**src/rtl/core/qej_ram.sv**
```systemverilog
// qej_ram: generic single-port-write, single-port-read ram, registered read
// no dependencies
module qej_ram #(
  parameter int WIDTH = 8,
  parameter int DEPTH = 16
) (
  input  logic                     clk,
  input  logic                     we,
  input  logic [$clog2(DEPTH)-1:0] waddr,
  input  logic [WIDTH-1:0]         wdata,
  input  logic                     re,
  input  logic [$clog2(DEPTH)-1:0] raddr,
  output logic [WIDTH-1:0]         rdata
);

  logic [WIDTH-1:0] mem [DEPTH];

  always_ff @(posedge clk) begin
    if (we) begin
      mem[waddr] <= wdata;
    end
    if (re) begin
      rdata <= mem[raddr];
    end
  end

endmodule

```
**config.mk**
```make
export PLATFORM = sky130hd
export DESIGN_NAME = qej_ram
export DESIGN_NICKNAME = d
export VERILOG_FILES = /design/src/rtl/core/qej_ram.sv
export SDC_FILE = /design/constraint.sdc
export NUM_CORES = 1
export LEC_CHECK = 0
export BUFFER_PORTS_ARGS = -buffer_cell sky130_fd_sc_hd__buf_2
export CORE_MARGIN = 3
export CORE_UTILIZATION = 45
export CTS_BUF_LIST = sky130_fd_sc_hd__clkbuf_4 sky130_fd_sc_hd__clkbuf_8 sky130_fd_sc_hd__clkbuf_16
export DETAILED_ROUTE_END_ITERATION = 16
export PLACE_DENSITY = 0.65
export SLEW_MARGIN = 20
export SYNTH_ARGS = -nofsm -noshare
export SYNTH_HDL_FRONTEND = slang
export SYNTH_SLANG_ARGS = --single-unit
```
**constraint.sdc**
```tcl
create_clock -name clk -period 5.1 [get_ports clk]
set_clock_uncertainty 0.1 [all_clocks]
set_input_delay 0.51 -clock clk [delete_from_list [all_inputs] [get_ports clk]]
set_output_delay 0.51 -clock clk [all_outputs]
set_load 0.02 [all_outputs]
```
==> Yosys cells after proc, flatten, opt, wreduce, memory -nomap -nowiden <==
Memories as Yosys holds them, arrays and structs flattened. A register that Yosys moved wholly into a read port is not among the register bits.
Cells that the tools add are included.
{ "totals": {"ramBits": 128, "ff_bits": 0, "memories": 1, "mem_bits_ro": 0, "latch_bits": 0, "output_inout_bits": 8, "input_bits": 19, "word_cells": 3} }
{ "classes": {"reduce_logical": 0, "mux": 2, "addsub": 0, "bitwise": 0, "multipliers": 0, "n_lt_le_gt_ge": 0, "eq_ne": 0, "div_mod_pow": 0, "shifts": 0} }
{ "mem_list": {"columns": ["name", "words", "word_bits", "read_ports", "rd_ports_with_merged_regs", "wr", "line_no", "source"], "rows": [
  ["mem", 16, 8, 1, 1, 1, "16", "logic [WIDTH-1:0] mem [DEPTH];"]
]} }
{ "ops": {"columns": ["operator", "n"], "rows": [
  ["two-way mux 1 bit", 2]
]} }

==> Longest topological paths before layout <==
{ "depth": {"depth_word": 2, "depth_mapped": 5, "mapped_depth_nobuf": 3} }

==> Least setup slack after synthesis <==
OpenSTA, ideal clock, no wires.
{ "synth_timing": {"path_type": "input to register", "start": "input waddr[2]", "end": "memory mem[0][0], enable pin", "setup_time_ns": 0.383, "required_time_ns": 4.617, "path_slack_ns": 2.997, "arrival_time_ns": 1.620, "path_stages": 2, "path_cell_list": "or3b_2 nor3_1"} }
{ "synth_rtl": {"columns": ["element", "line_no", "source"], "rows": [
  ["from (decl)", "9", "input logic [$clog2(DEPTH)-1:0] waddr,"],
  ["to (decl)", "16", null]
]} }
No word-level cell before the write port.

==> Worst setup path in the final report <==
{ "layout_timing": {"start": "input waddr[2]", "end": "memory mem[3][3], enable pin"} }
No word-level cell before the write port.

==> flow_summary.ini <==
[run_status]
status = finished clean

[floorplanning]
io_pins = 27
die_h_um = 113.8
rows = 38
core-area_um2 = 11080
die_w_um = 113.8
initial_utilization_pct = 47.19
dieArea_um2 = 12950

[clock_tree]
clk_latency_ns = 0.40
clockBufferDepth = 2
cts.sinks = 136
postCtsSetupRepairBufs = 0
cts_resized = 0
ctsHoldBuffers = 0
cts_tree = yes
clkSlewWorstSetupHoldPaths_ns = 0.06
htreeDepth = 4
ctsRootBufferMaster = clkbuf_16
cts_buffers = 17

[placed_design]
io_buffers = 26
placed_cell_area_um2 = 5477
place.gp.congestion = 0.6971
dp_hpwl_mm = 5.785

[synth]
synth_compound_area_share_pct = 2.298
synth_top_area_cell = edfxtp_1
synth.area.top_cells = edfxtp_1 (78%), mux4_2 (7.8%), mux4_1 (7.0%)
syn_area_um2 = 5228
synth_cell_types = 18
yosysTopAreaCellShare_pct = 78.12
synth_mux_area_share_pct = 14.79
yosysSeqAreaShare_pct = 78.12
postSynthCellCount = 229
yosysWarnings = 0
synth-simple-area-share_pct = 3.135
synth_top_family_by_area = multiplexers
synth_nets = 248
synth_fa_ha_area_share_pct = 0
synth.avg_cell_area_um2 = 22.83
synth_xor_area_share_pct = 0
ys_seq_elements = 136

[routing]
ant_nets = 0
remaining_drc_errors = 0
via_per_inst = 5.575
drt_pre_antenna_iters = 5
totalWireLength_mm = 9.388
drtIter0Drc = 191
post_drt_wl_per_cell_um = 22.41
vias = 2336

[global_routing]
grt_max_degree = 33
grt_first_pass_wirelength_mm = 14.75
grt_pass1_vias = 2467
grt.overflow.total = 0
track_usage_pct = 16.08
antenna_found_initial = 0

[worst_setup_path]
crit_type = in -> reg
startpoint_type = input port
path_cells = buf_2 > or3b_2 > nor2_1
slowest_stage = nor2_1
path_buf_inv = 1
arrival_ns = 1.87
path_delay_family = simple AND/OR/NAND/NOR gates
worstPathRequired_ns = 5.02
critPathMaxFanout = 8
rrSetupSlack_ns = 3.54
endpoint_kind = flop
cpPeakStageDelay_ns = 0.73

[timing]
worst_pin_slew_ns = 0.9410
tns_ns = 0
whs_ns = 0.3903
finalCritPeriodShare_pct = 38.33
final_hold_viol_count = 0
setup-violations-final = 0
fmax_ghz = 0.5116
slew_viol_final = 0
period_minus_slack_ns = 1.955
relSlewSlack_pct = 37.03
rsz0062_at_grt = no

[power_and_ir_drop]
p_total_mw = 2.503
powerDensity_nw_per_um2 = 415.3
leakagePower_nw = 2.005
vdd_ir_drop_max_mv = 0.1855

[final_layout]
syn2layout_area_growth_pct = 15.32
layout-drive-gt1-share_pct = 27.60
antenna_cells = 0
fin_nets = 287
final_area_um2 = 6028

[job]
cap_violations = 0

[min_path]
hold_path_class = in -> reg
[registers in the layout (all words and copies together) (netlist names)]
name   cells
rdata      8
mem      128
[per-stage QoR]
stage | utilization (%) | setup WS (ns) | cells
finish | 54.42 | 3.145 | 419
global route | 54.42 | 3.046 | 419
CTS | 54.39 | 2.746 | 419
detailed placement | 49.44 | 2.324 | 389
global placement | 49.44 | 2.365 | 389
floorplan | - | 2.997 | 229
[report_power, final]
| group | switching (mW) | internal, mW |
|---|---|---|
| Combinational | 0.0669 | 0.0440 |
| Clock | 0.409 | 0.716 |
| Sequential | 0.00687 | 1.26 |
[synthesized netlist by cell type]
cell type / number
nor3_1: 4
and2b_1: 1
buf_4: 1
clkdlybuf4s25_2: 3
nor2b_1: 1
buf_2: 3
nand3_1: 1
and2_1: 1
nand2_1: 9
mux4_1: 14
or3b_2: 1
edfxtp_1: 136
mux4_2: 18
nand2b_1: 2
buf_6: 3
nor2_1: 13
nand3b_1: 2
a22oi_1: 16
[worst paths after layout]
kind / depth (start not counted) / start / end
worst max-delay path: 3 / waddr[2] / mem[3][3]
worst min-delay path: 1 / wdata[5] / mem[7][5]
worst max register to register: 3 / mem[9][4] / rdata[4]
worst min register to register: 3 / mem[12][0] / rdata[0]
[layer usage]
layer	GRT usage (%)	wire, µm
met1	22.85	4098
met2	24.66	4773
met3	4.244	467
met4	5.226	48
met5	0	0
[cell type report]
type                    count  area [µm²]
clock buffers              19       440.4
clock inverters            11       108.9
fillers                   865        5050
multi-input cells          83        1057
flip-flops and latches    136        4084
well taps                 140       175.2
repair buffers             30       162.7
[layout by cell type, fill, tap and decap left out, types with 2 or more instances in the layout]
cell type  count
a22oi_1       16
mux4_2        18
clkinv_1       2
nor2_1        13
buf_2         25
mux4_1        14
nand2_1        9
bufinv_16      2
clkbuf_4       2
nand3b_1       2
clkbuf_16     17
clkinv_2       5
nor3_1         4
buf_4          5
nand2b_1       2
edfxtp_1     136
[kinds of logic (layout without fill, tap and decap cells)]
| family | after synthesis | in the layout |
|---|---|---|
| AND/OR/NAND/NOR | 35 | 35 |
| multiplexers | 32 | 32 |
| flip-flops | 136 | 136 |
| AO/OA/AOI/OAI | 16 | 16 |
| buffers and inverters | 10 | 60 |
Note: power is estimated with default switching activity, not from simulation.
