--- config.mk ---
export PLATFORM = sky130hd
export DESIGN_NAME = qej_div
export DESIGN_NICKNAME = d
export VERILOG_FILES = /design/src/rtl/core/qej_pkg.sv /design/src/rtl/core/qej_div.sv
export SDC_FILE = /design/constraint.sdc
export NUM_CORES = 2
export LEC_CHECK = 0
export ABC_AREA = 1
export BUFFER_PORTS_ARGS = -buffer_cell sky130_fd_sc_hd__buf_2
export CORE_MARGIN = 4
export CORE_UTILIZATION = 57
export DETAILED_ROUTE_END_ITERATION = 6
export PLACE_DENSITY = 0.8
export SETUP_SLACK_MARGIN = 0.15
export SYNTH_ARGS = -nofsm -noshare
export SYNTH_HDL_FRONTEND = slang
export SYNTH_SLANG_ARGS = --single-unit
--- constraint.sdc ---
create_clock -name clk -period 8.5 [get_ports clk]
set_input_delay 1.275 -clock clk [delete_from_list [all_inputs] [get_ports clk]]
set_output_delay 1.275 -clock clk [all_outputs]
set_load 0.02 [all_outputs]
--- src/rtl/core/qej_pkg.sv ---
// qej_pkg: shared types and constants of the quad element jacobian engine
// no dependencies; used by qej_div and quad_element_jacobian_top, not by qej_ram
package qej_pkg;

  localparam int TABLE_ROWS = 16;
  localparam int ROW_BITS   = 4;
  localparam int DERIV_BITS = 18;
  localparam int FRAC_BITS  = 16;
  localparam int ROW_WIDTH  = 8 * DERIV_BITS;
  localparam int DIV_STEPS  = 32 + FRAC_BITS;
  localparam int STEP_BITS  = 6;

  localparam logic OP_LOAD    = 1'b0;
  localparam logic OP_ELEMENT = 1'b1;

  typedef struct packed {
    logic              opcode;
    logic [3:0]        point_index;
    logic signed [31:0] a_value_0;
    logic signed [31:0] a_value_1;
    logic signed [31:0] a_value_2;
    logic signed [31:0] a_value_3;
    logic signed [31:0] b_value_0;
    logic signed [31:0] b_value_1;
    logic signed [31:0] b_value_2;
    logic signed [31:0] b_value_3;
  } in_word_t;

  typedef struct packed {
    logic signed [31:0] jac_00;
    logic signed [31:0] jac_01;
    logic signed [31:0] jac_10;
    logic signed [31:0] jac_11;
    logic signed [31:0] determinant;
    logic signed [31:0] inv_00;
    logic signed [31:0] inv_01;
    logic signed [31:0] inv_10;
    logic signed [31:0] inv_11;
    logic [3:0]         result_point;
    logic               last_point;
    logic               singular;
  } out_word_t;

  typedef enum logic [2:0] {
    ST_IDLE,
    ST_READ,
    ST_MAC,
    ST_ROUND,
    ST_DMUL,
    ST_DSUB,
    ST_DIV,
    ST_OUT
  } seq_state_t;

  // saturate a wide signed value to 32 bits
  function automatic logic signed [31:0] sat32(input logic signed [65:0] v);
    logic signed [31:0] r;
    if (v > 66'sd2147483647) begin
      r = 32'sh7fffffff;
    end else if (v < -66'sd2147483648) begin
      r = 32'sh80000000;
    end else begin
      r = v[31:0];
    end
    return r;
  endfunction

endpackage

--- src/rtl/core/qej_div.sv ---
// qej_div: four-lane restoring divider, num * 2^16 / den rounded and saturated
// depends on qej_pkg; one quotient bit per lane per cycle
module qej_div
  import qej_pkg::*;
(
  input  logic               clk,
  input  logic               rst,
  input  logic               start,
  input  logic signed [31:0] den,
  input  logic signed [32:0] num [4],
  output logic signed [31:0] quo [4],
  output logic               done
);

  logic [31:0]          dmag;
  logic [31:0]          rem [4];
  logic [DIV_STEPS-1:0] dq [4];
  logic [3:0]           neg;
  logic [STEP_BITS-1:0] cnt;
  logic                 busy;
  logic                 fin;

  always_ff @(posedge clk) begin
    if (rst) begin
      busy <= 1'b0;
      fin  <= 1'b0;
      done <= 1'b0;
      cnt  <= '0;
    end else begin
      done <= fin;
      fin  <= 1'b0;
      if (start) begin
        busy <= 1'b1;
        cnt  <= '0;
      end else if (busy) begin
        cnt <= cnt + 1'b1;
        if (cnt == STEP_BITS'(DIV_STEPS - 1)) begin
          busy <= 1'b0;
          fin  <= 1'b1;
        end
      end
    end
  end

  for (genvar l = 0; l < 4; l++) begin : g_lane
    logic [32:0] trial;
    logic [32:0] nabs;
    logic [33:0] twice;
    logic [DIV_STEPS:0] qr;

    assign trial = {rem[l], dq[l][DIV_STEPS-1]};
    assign nabs  = num[l][32] ? 33'(-num[l]) : 33'(num[l]);
    assign twice = {1'b0, rem[l], 1'b0};
    assign qr    = {1'b0, dq[l]} + ((twice >= {2'b00, dmag}) ? 1'b1 : 1'b0);

    always_ff @(posedge clk) begin
      if (start) begin
        rem[l] <= '0;
        dq[l]  <= {nabs[31:0], {FRAC_BITS{1'b0}}};
        neg[l] <= num[l][32] ^ den[31];
      end else if (busy) begin
        if (trial >= {1'b0, dmag}) begin
          rem[l] <= 32'(trial - {1'b0, dmag});
          dq[l]  <= {dq[l][DIV_STEPS-2:0], 1'b1};
        end else begin
          rem[l] <= trial[31:0];
          dq[l]  <= {dq[l][DIV_STEPS-2:0], 1'b0};
        end
      end
      if (fin) begin
        if (neg[l]) begin
          quo[l] <= (qr >= (DIV_STEPS+1)'(33'h080000000)) ? 32'sh80000000 : 32'(-qr);
        end else begin
          quo[l] <= (qr > (DIV_STEPS+1)'(33'h07fffffff)) ? 32'sh7fffffff : 32'(qr);
        end
      end
    end
  end

  always_ff @(posedge clk) begin
    if (start) begin
      dmag <= den[31] ? 32'(-den) : 32'(den);
    end
  end

endmodule

=== Yosys cells after proc, flatten, opt, wreduce, memory -nomap -nowiden ===
Memories as Yosys holds them, arrays and structs flattened.
Index checks and enable logic that the tools add are counted.
Widths: inputs -> output; s select.

* Memory bits (writable): 320
* Logic and storage cells: 149
* Input bits: 167
* Register bits after elaboration: 173
* Latch bits: 0
* Memories kept: 2
* Output and inout bits: 129
* ROM bits: 0

* Magnitude comparators: 16
* Equal/unequal tests: 1
* Bitwise operators: 21
* Mux-type cells: 75
* Shift operators: 0
* $mul: 0
* Div/mod/pow operators: 0
* Reduce and logical (&&, ||, !) cells: 2
* Add/sub/neg operators: 18

{| class="wikitable"
|+ Memories
! memory !! words !! bits a word !! read ports !! clocked after Yosys merged registers in !! wr ports !! RTL line !! source
|-
| dq || 4 || 48 || 4 || 0 || 4 || qej_div.sv:17 || <nowiki>logic [DIV_STEPS-1:0] dq [4];</nowiki>
|-
| rem || 4 || 32 || 4 || 0 || 4 || qej_div.sv:16 || <nowiki>logic [31:0] rem [4];</nowiki>
|}

{| class="wikitable"
|+ Operators with widths
! kind !! count
|-
| $mux 32 || 24
|-
| $mux 48 || 8
|-
| $neg 32->32 || 9
|-
| $ge 33x32->1 || 8
|-
| $add 48x1->49 || 4
|-
| $ge 49x32->1 const B || 4
|-
| $gt 49x31->1 const B || 4
|-
| $sub 32x32->32 || 4
|-
| $mux 1 || 42
|-
| $mux 31 || 1
|-
| $or 1x1->1 || 16
|-
| $add 6x1->6 const B || 1
|-
| $eq 6x6->1 const B || 1
|-
| $xor 1x1->1 || 4
|-
| $reduce_or 3->1 || 1
|-
| $reduce_or 2->1 || 1
|-
| $not 1->1 || 1
|}

=== Logic depth before layout (Yosys ltp) ===
An unclocked memory read counts as a cell.

* Depth after elaboration: 8
* Mapped depth: 32
* Mapped depth without buffers: 31

=== Worst setup path before layout ===
Ideal clock, no wire load.

* Path kind: input -> register
* From: in start
* To: mem dq[0][0] (netlist name), enable pin
* Slack: -0.347 ns
* Buffers on the path: 0
* Arrival: 6.464 ns
* Data required time: 6.117 ns
* Stages on the path: 2
* Cell sequence: inv_1 -> nand2_1

{| class="wikitable"
|+ RTL lines
! element !! RTL line !! source
|-
| start: declaration || qej_div.sv:8 || <nowiki>input logic start,</nowiki>
|-
| end: declaration || qej_div.sv:17 ||
|}

=== Final worst setup path ===
* From: reg dmag[23]
* To: reg quo[36] (netlist name) (data pin)

* Word-level cells in the longest chain between the ends: 6

{| class="wikitable"
|+ Ends and longest elaborated chain
! element !! RTL line !! source
|-
| start: declaration || qej_div.sv:15 || <nowiki>logic [31:0] dmag;</nowiki>
|-
| start signal: assignment || qej_div.sv:82 || <nowiki>dmag <= den[31] ? 32'(-den) : 32'(den);</nowiki>
|-
| $ge 33x32->1 (*) || qej_div.sv:54 || <nowiki>assign qr = {1'b0, dq[l]} + ((twice >= {2'b00, dmag}) ? 1'b1 : 1'b0);</nowiki>
|-
| $mux 1 (*) || qej_div.sv:54 ||
|-
| $add 48x1->49 (*) || qej_div.sv:54 ||
|-
| $gt 49x31->1, or another cell as far along || qej_div.sv:74 || <nowiki>quo[l] <= (qr > (DIV_STEPS+1)'(33'h07fffffff)) ? 32'sh7fffffff : 32'(qr);</nowiki>
|-
| $mux 32, on equally long branches || qej_div.sv:74, qej_div.sv:72 ||
|-
| $mux 32 (*) || qej_div.sv:71 || <nowiki>if (neg[l]) begin</nowiki>
|-
| end signal: indexed assignment || qej_div.sv:72 || <nowiki>quo[l] <= (qr >= (DIV_STEPS+1)'(33'h080000000)) ? 32'sh80000000 : 32'(-qr);</nowiki>
|-
| end signal: indexed assignment || qej_div.sv:74 ||
|-
| end: declaration || qej_div.sv:11 || <nowiki>output logic signed [31:0] quo [4],</nowiki>
|}

Mark *: on every way between the ends. The rest lies on a longest branch, timed or not.
A chain may end at the register's enable or synchronous reset.

==> results_dict.tcl <==
set metrics [dict create \
    p_comb_share_pct 29.7 \
    slew_headroom_pct 14.8 \
    dp_hpwl_um 106000 \
    ys_seq_elements 493 \
    synthCells 6066 \
    nFillCells 6783 \
    drtIter0Drc 4905 \
    clkPwrFrac_pct 29.9 \
    peakVddDrop_mv 0.153 \
    rsz0062_at_grt "no" \
    synth-main-ff-cell "edfxtp_1" \
    power_switching_mw 2.82 \
    tightest_slew_ps 1280 \
    pwr-share-seq_pct 40.4 \
    crit_chain "inv_1, ha_1, nand2_1, nor2_1, nand2_1, nor3_1, nand4_1, o21ai_0, ha_1, ha_1, nand2_1, nor2_2, nand2_2, nor2_8, nand3_2, o21ai_1, nand2_1, nor2_1, nand3_1, nor2_1, inv_2, nor2_2, nand3_1, nand2_1" \
    cts_root_buf "clkbuf_16" \
    ff_latch_area_mm2 0.0147 \
    skew_ps 27.5 \
    worstSetupStartpointType "register" \
    finalSetupTns_ps 0 \
    die_w_um 279 \
    drt-total-wl_um 136000 \
    fp-row-count 99 \
    core_mm2 0.0730 \
    cts_hold_buf 0 \
    cp-end-kind "register" \
    fp.dieH_um 279 \
    multi_input_area_mm2 0.0242 \
    crit_fanout 30 \
    io_buffer_count 295 \
    ant_nets 0 \
    via_per_inst 5.81 \
    synth_edf_count 484 \
    critPathRequiredTime_ps 8990 \
    criticalPathCategory "register to register" \
    drive_gt1_share_pct 8.56 \
    clk_latency_ps 640 \
    ys_seq_area_share_pct 35.1 \
    postCtsSetupRepairBufs 0 \
    grt_pass1_vias 39305 \
    ctsResizeCount 0 \
    syn_to_final_growth_pct 9.64 \
    preCtsSetupSlack_ps 2760 \
    drc 0 \
    synth_top_cells_by_count "1,817 x nand2_1, 925 x nor2_1, 654 x inv_1" \
    p_total_mw 7.74 \
    synth_top_area_share_pct 34.7 \
    synth_fp_nets 6387 \
    grt_max_degree 139 \
    layout_min_cycle_time_ps 5890 \
    vias 42649 \
    die_area_mm2 0.0779 \
    cpMostUsedCell "nand2_1" \
    holdCritPathClass "register to register" \
    swShare_pct 36.4 \
    yosys.area.top_type "edfxtp_1" \
    fmax_mhz 170 \
    yosysMostFrequentCell "nand2_1" \
    antenna_found_initial 18 \
    avgSynthCellArea_um2 6.91 \
    cts_tree "done" \
    crit_path_max_incr_delay_ps 890 \
    dpl_cell_area_mm2 0.0442 \
    worst_slack_ps 2610 \
    hp-start "cnt[3]$_SDFFE_PP0P_" \
    maxCapViolations 0 \
    first_pass_iters 6 \
    grt_pass1_wl_um 209000 \
    power.density_mw_per_mm2 168 \
    timing.rr.start "dmag[23]$_DFFE_PP_" \
    cts.path.max_buffers 3 \
    io-pin-count 296 \
    worst-endpoint-arrival_ps 6380 \
    place_congestion 1.05 \
    setup_viol 0 \
    status "finished, final reports clean" \
    p_int_mw 4.92 \
    netlist_area_mm2 0.0419 \
    track_usage_pct 33.3 \
    final_area_mm2 0.0459 \
    cp-startpoint "dmag[23]$_DFFE_PP_" \
    synth.distinct_cells 56 \
    fin_crit_sh_pct 69.3 \
    clkSlewWorstSetupHoldPaths_ps 60 \
    ctsHtreeMaxLevel 2 \
    yosysWarningCount 0 \
    layout.nets 6643 \
    power_leakage_nw 20.0 \
    async_flop_share_pct 0 \
    wl_per_cell_um 18.5 \
    cts_num_sinks 493 \
    drv_slew 0 \
    grt_overflow 0 \
    netlist_top_cells_area "edfxtp_1 35%, nand2_1 16%, nor2_1 8.3%" \
    start_util_pct 57.4 \
    crit_slowest_cell "nor2_2" \
    hold_viol 0 \
    numCtsBuffers 56 \
]
kinds of logic after synthesis:
logic type / synth area share, %
and+or+nand+nor: 36.1
buffers and inverters: 7.24
xor gates and xnor gates: 6.78
DFF: 35.1
AOI/OAI and AO/OA: 10.1
adders and majority gates: 4.67
through the flow:
step | std cells | util (%) | hold slack [ps]
after floorplan | 6066 | - | 454
final | 7337 | 63.0 | 494
after CTS | 7324 | 62.9 | 496
after global placement | 7223 | 60.6 | 469
after detailed placement | 7223 | 60.6 | 483
after global routing | 7333 | 63.0 | 528
layer usage:
layer | vias to the layer above | GRT usage [%] | part of all wire, %
li1 | 20502 | - | -
met1 | 19651 | 45.2 | 41
met2 | 2136 | 53.7 | 45
met3 | 356 | 6.06 | 10
met4 | 4 | 11.9 | 3.8
met5 | - | 0 | 0.021
registers in the layout, summed over array words and instances (netlist names):
signal and count:
dq 192, quo 128, rem 128, dmag 32, cnt 6, neg 4
busy 1, done 1, fin 1
final cells by class:
| cell class | count | area share [%] |
|---|---|---|
| multi-input cells | 4794 | 52.7 |
| flip-flops and latches | 493 | 32.0 |
| inverters | 665 | 5.45 |
| repair buffers | 312 | 3.52 |
| clock buffers | 74 | 3.28 |
| well taps | 959 | 2.61 |
| clock inverters | 27 | 0.370 |
| diodes | 13 | 0.0708 |
final timing paths:
check / endpoint / slack, ps / cells after the start
worst max-delay path: quo[36]$_DFFE_PP_ / 2610 / 24
worst min-delay path: cnt[3]$_SDFFE_PP0P_ / 490 / 1
worst max register to register: quo[36]$_DFFE_PP_ / 2610 / 24
worst min register to register: cnt[3]$_SDFFE_PP0P_ / 490 / 1
power by group through the flow:
stage | sequential, mW | combinational [mW] | clock, mW
final | 3.13 | 2.30 | 2.31
after global routing | 3.15 | 2.53 | 2.43
after detailed placement | 3.17 | 2.22 | 0
after CTS | 3.12 | 2.24 | 2.32
after global placement | 3.16 | 2.19 | 0
after floorplan | 3.10 | 1.61 | 0
cell usage in the layout (no fill, tap or decap), types with 22 or more instances in the layout:
cell       synthesis  routed
nand2_1         1817    1816
nor2_1           925     922
inv_1            654     653
edfxtp_1         484     484
nand3_1          402     402
o21ai_0          366     366
buf_2              1     295
a21oi_1          272     272
xor2_1           204     204
ha_1             150     150
nand4_1          129     129
xnor2_1          109     109
nor3_1            70      70
clkbuf_16          0      56
nor2_2            34      35
nand3_2           30      30
nand3b_1          29      29
o21bai_1          27      27
nor2_4            23      25
a21o_1            25      25
nor4_1            22      22
critical path, delay by kind of cell, from the launching register on:
kind / cells / cell delay, ps
flops: 1 / 340
fa+ha+maj: 3 / 910
simple gates: 17 / 3380
buf+inv: 2 / 200
compound gates: 2 / 890
No activity file was read; power rests on OpenSTA's default activity.
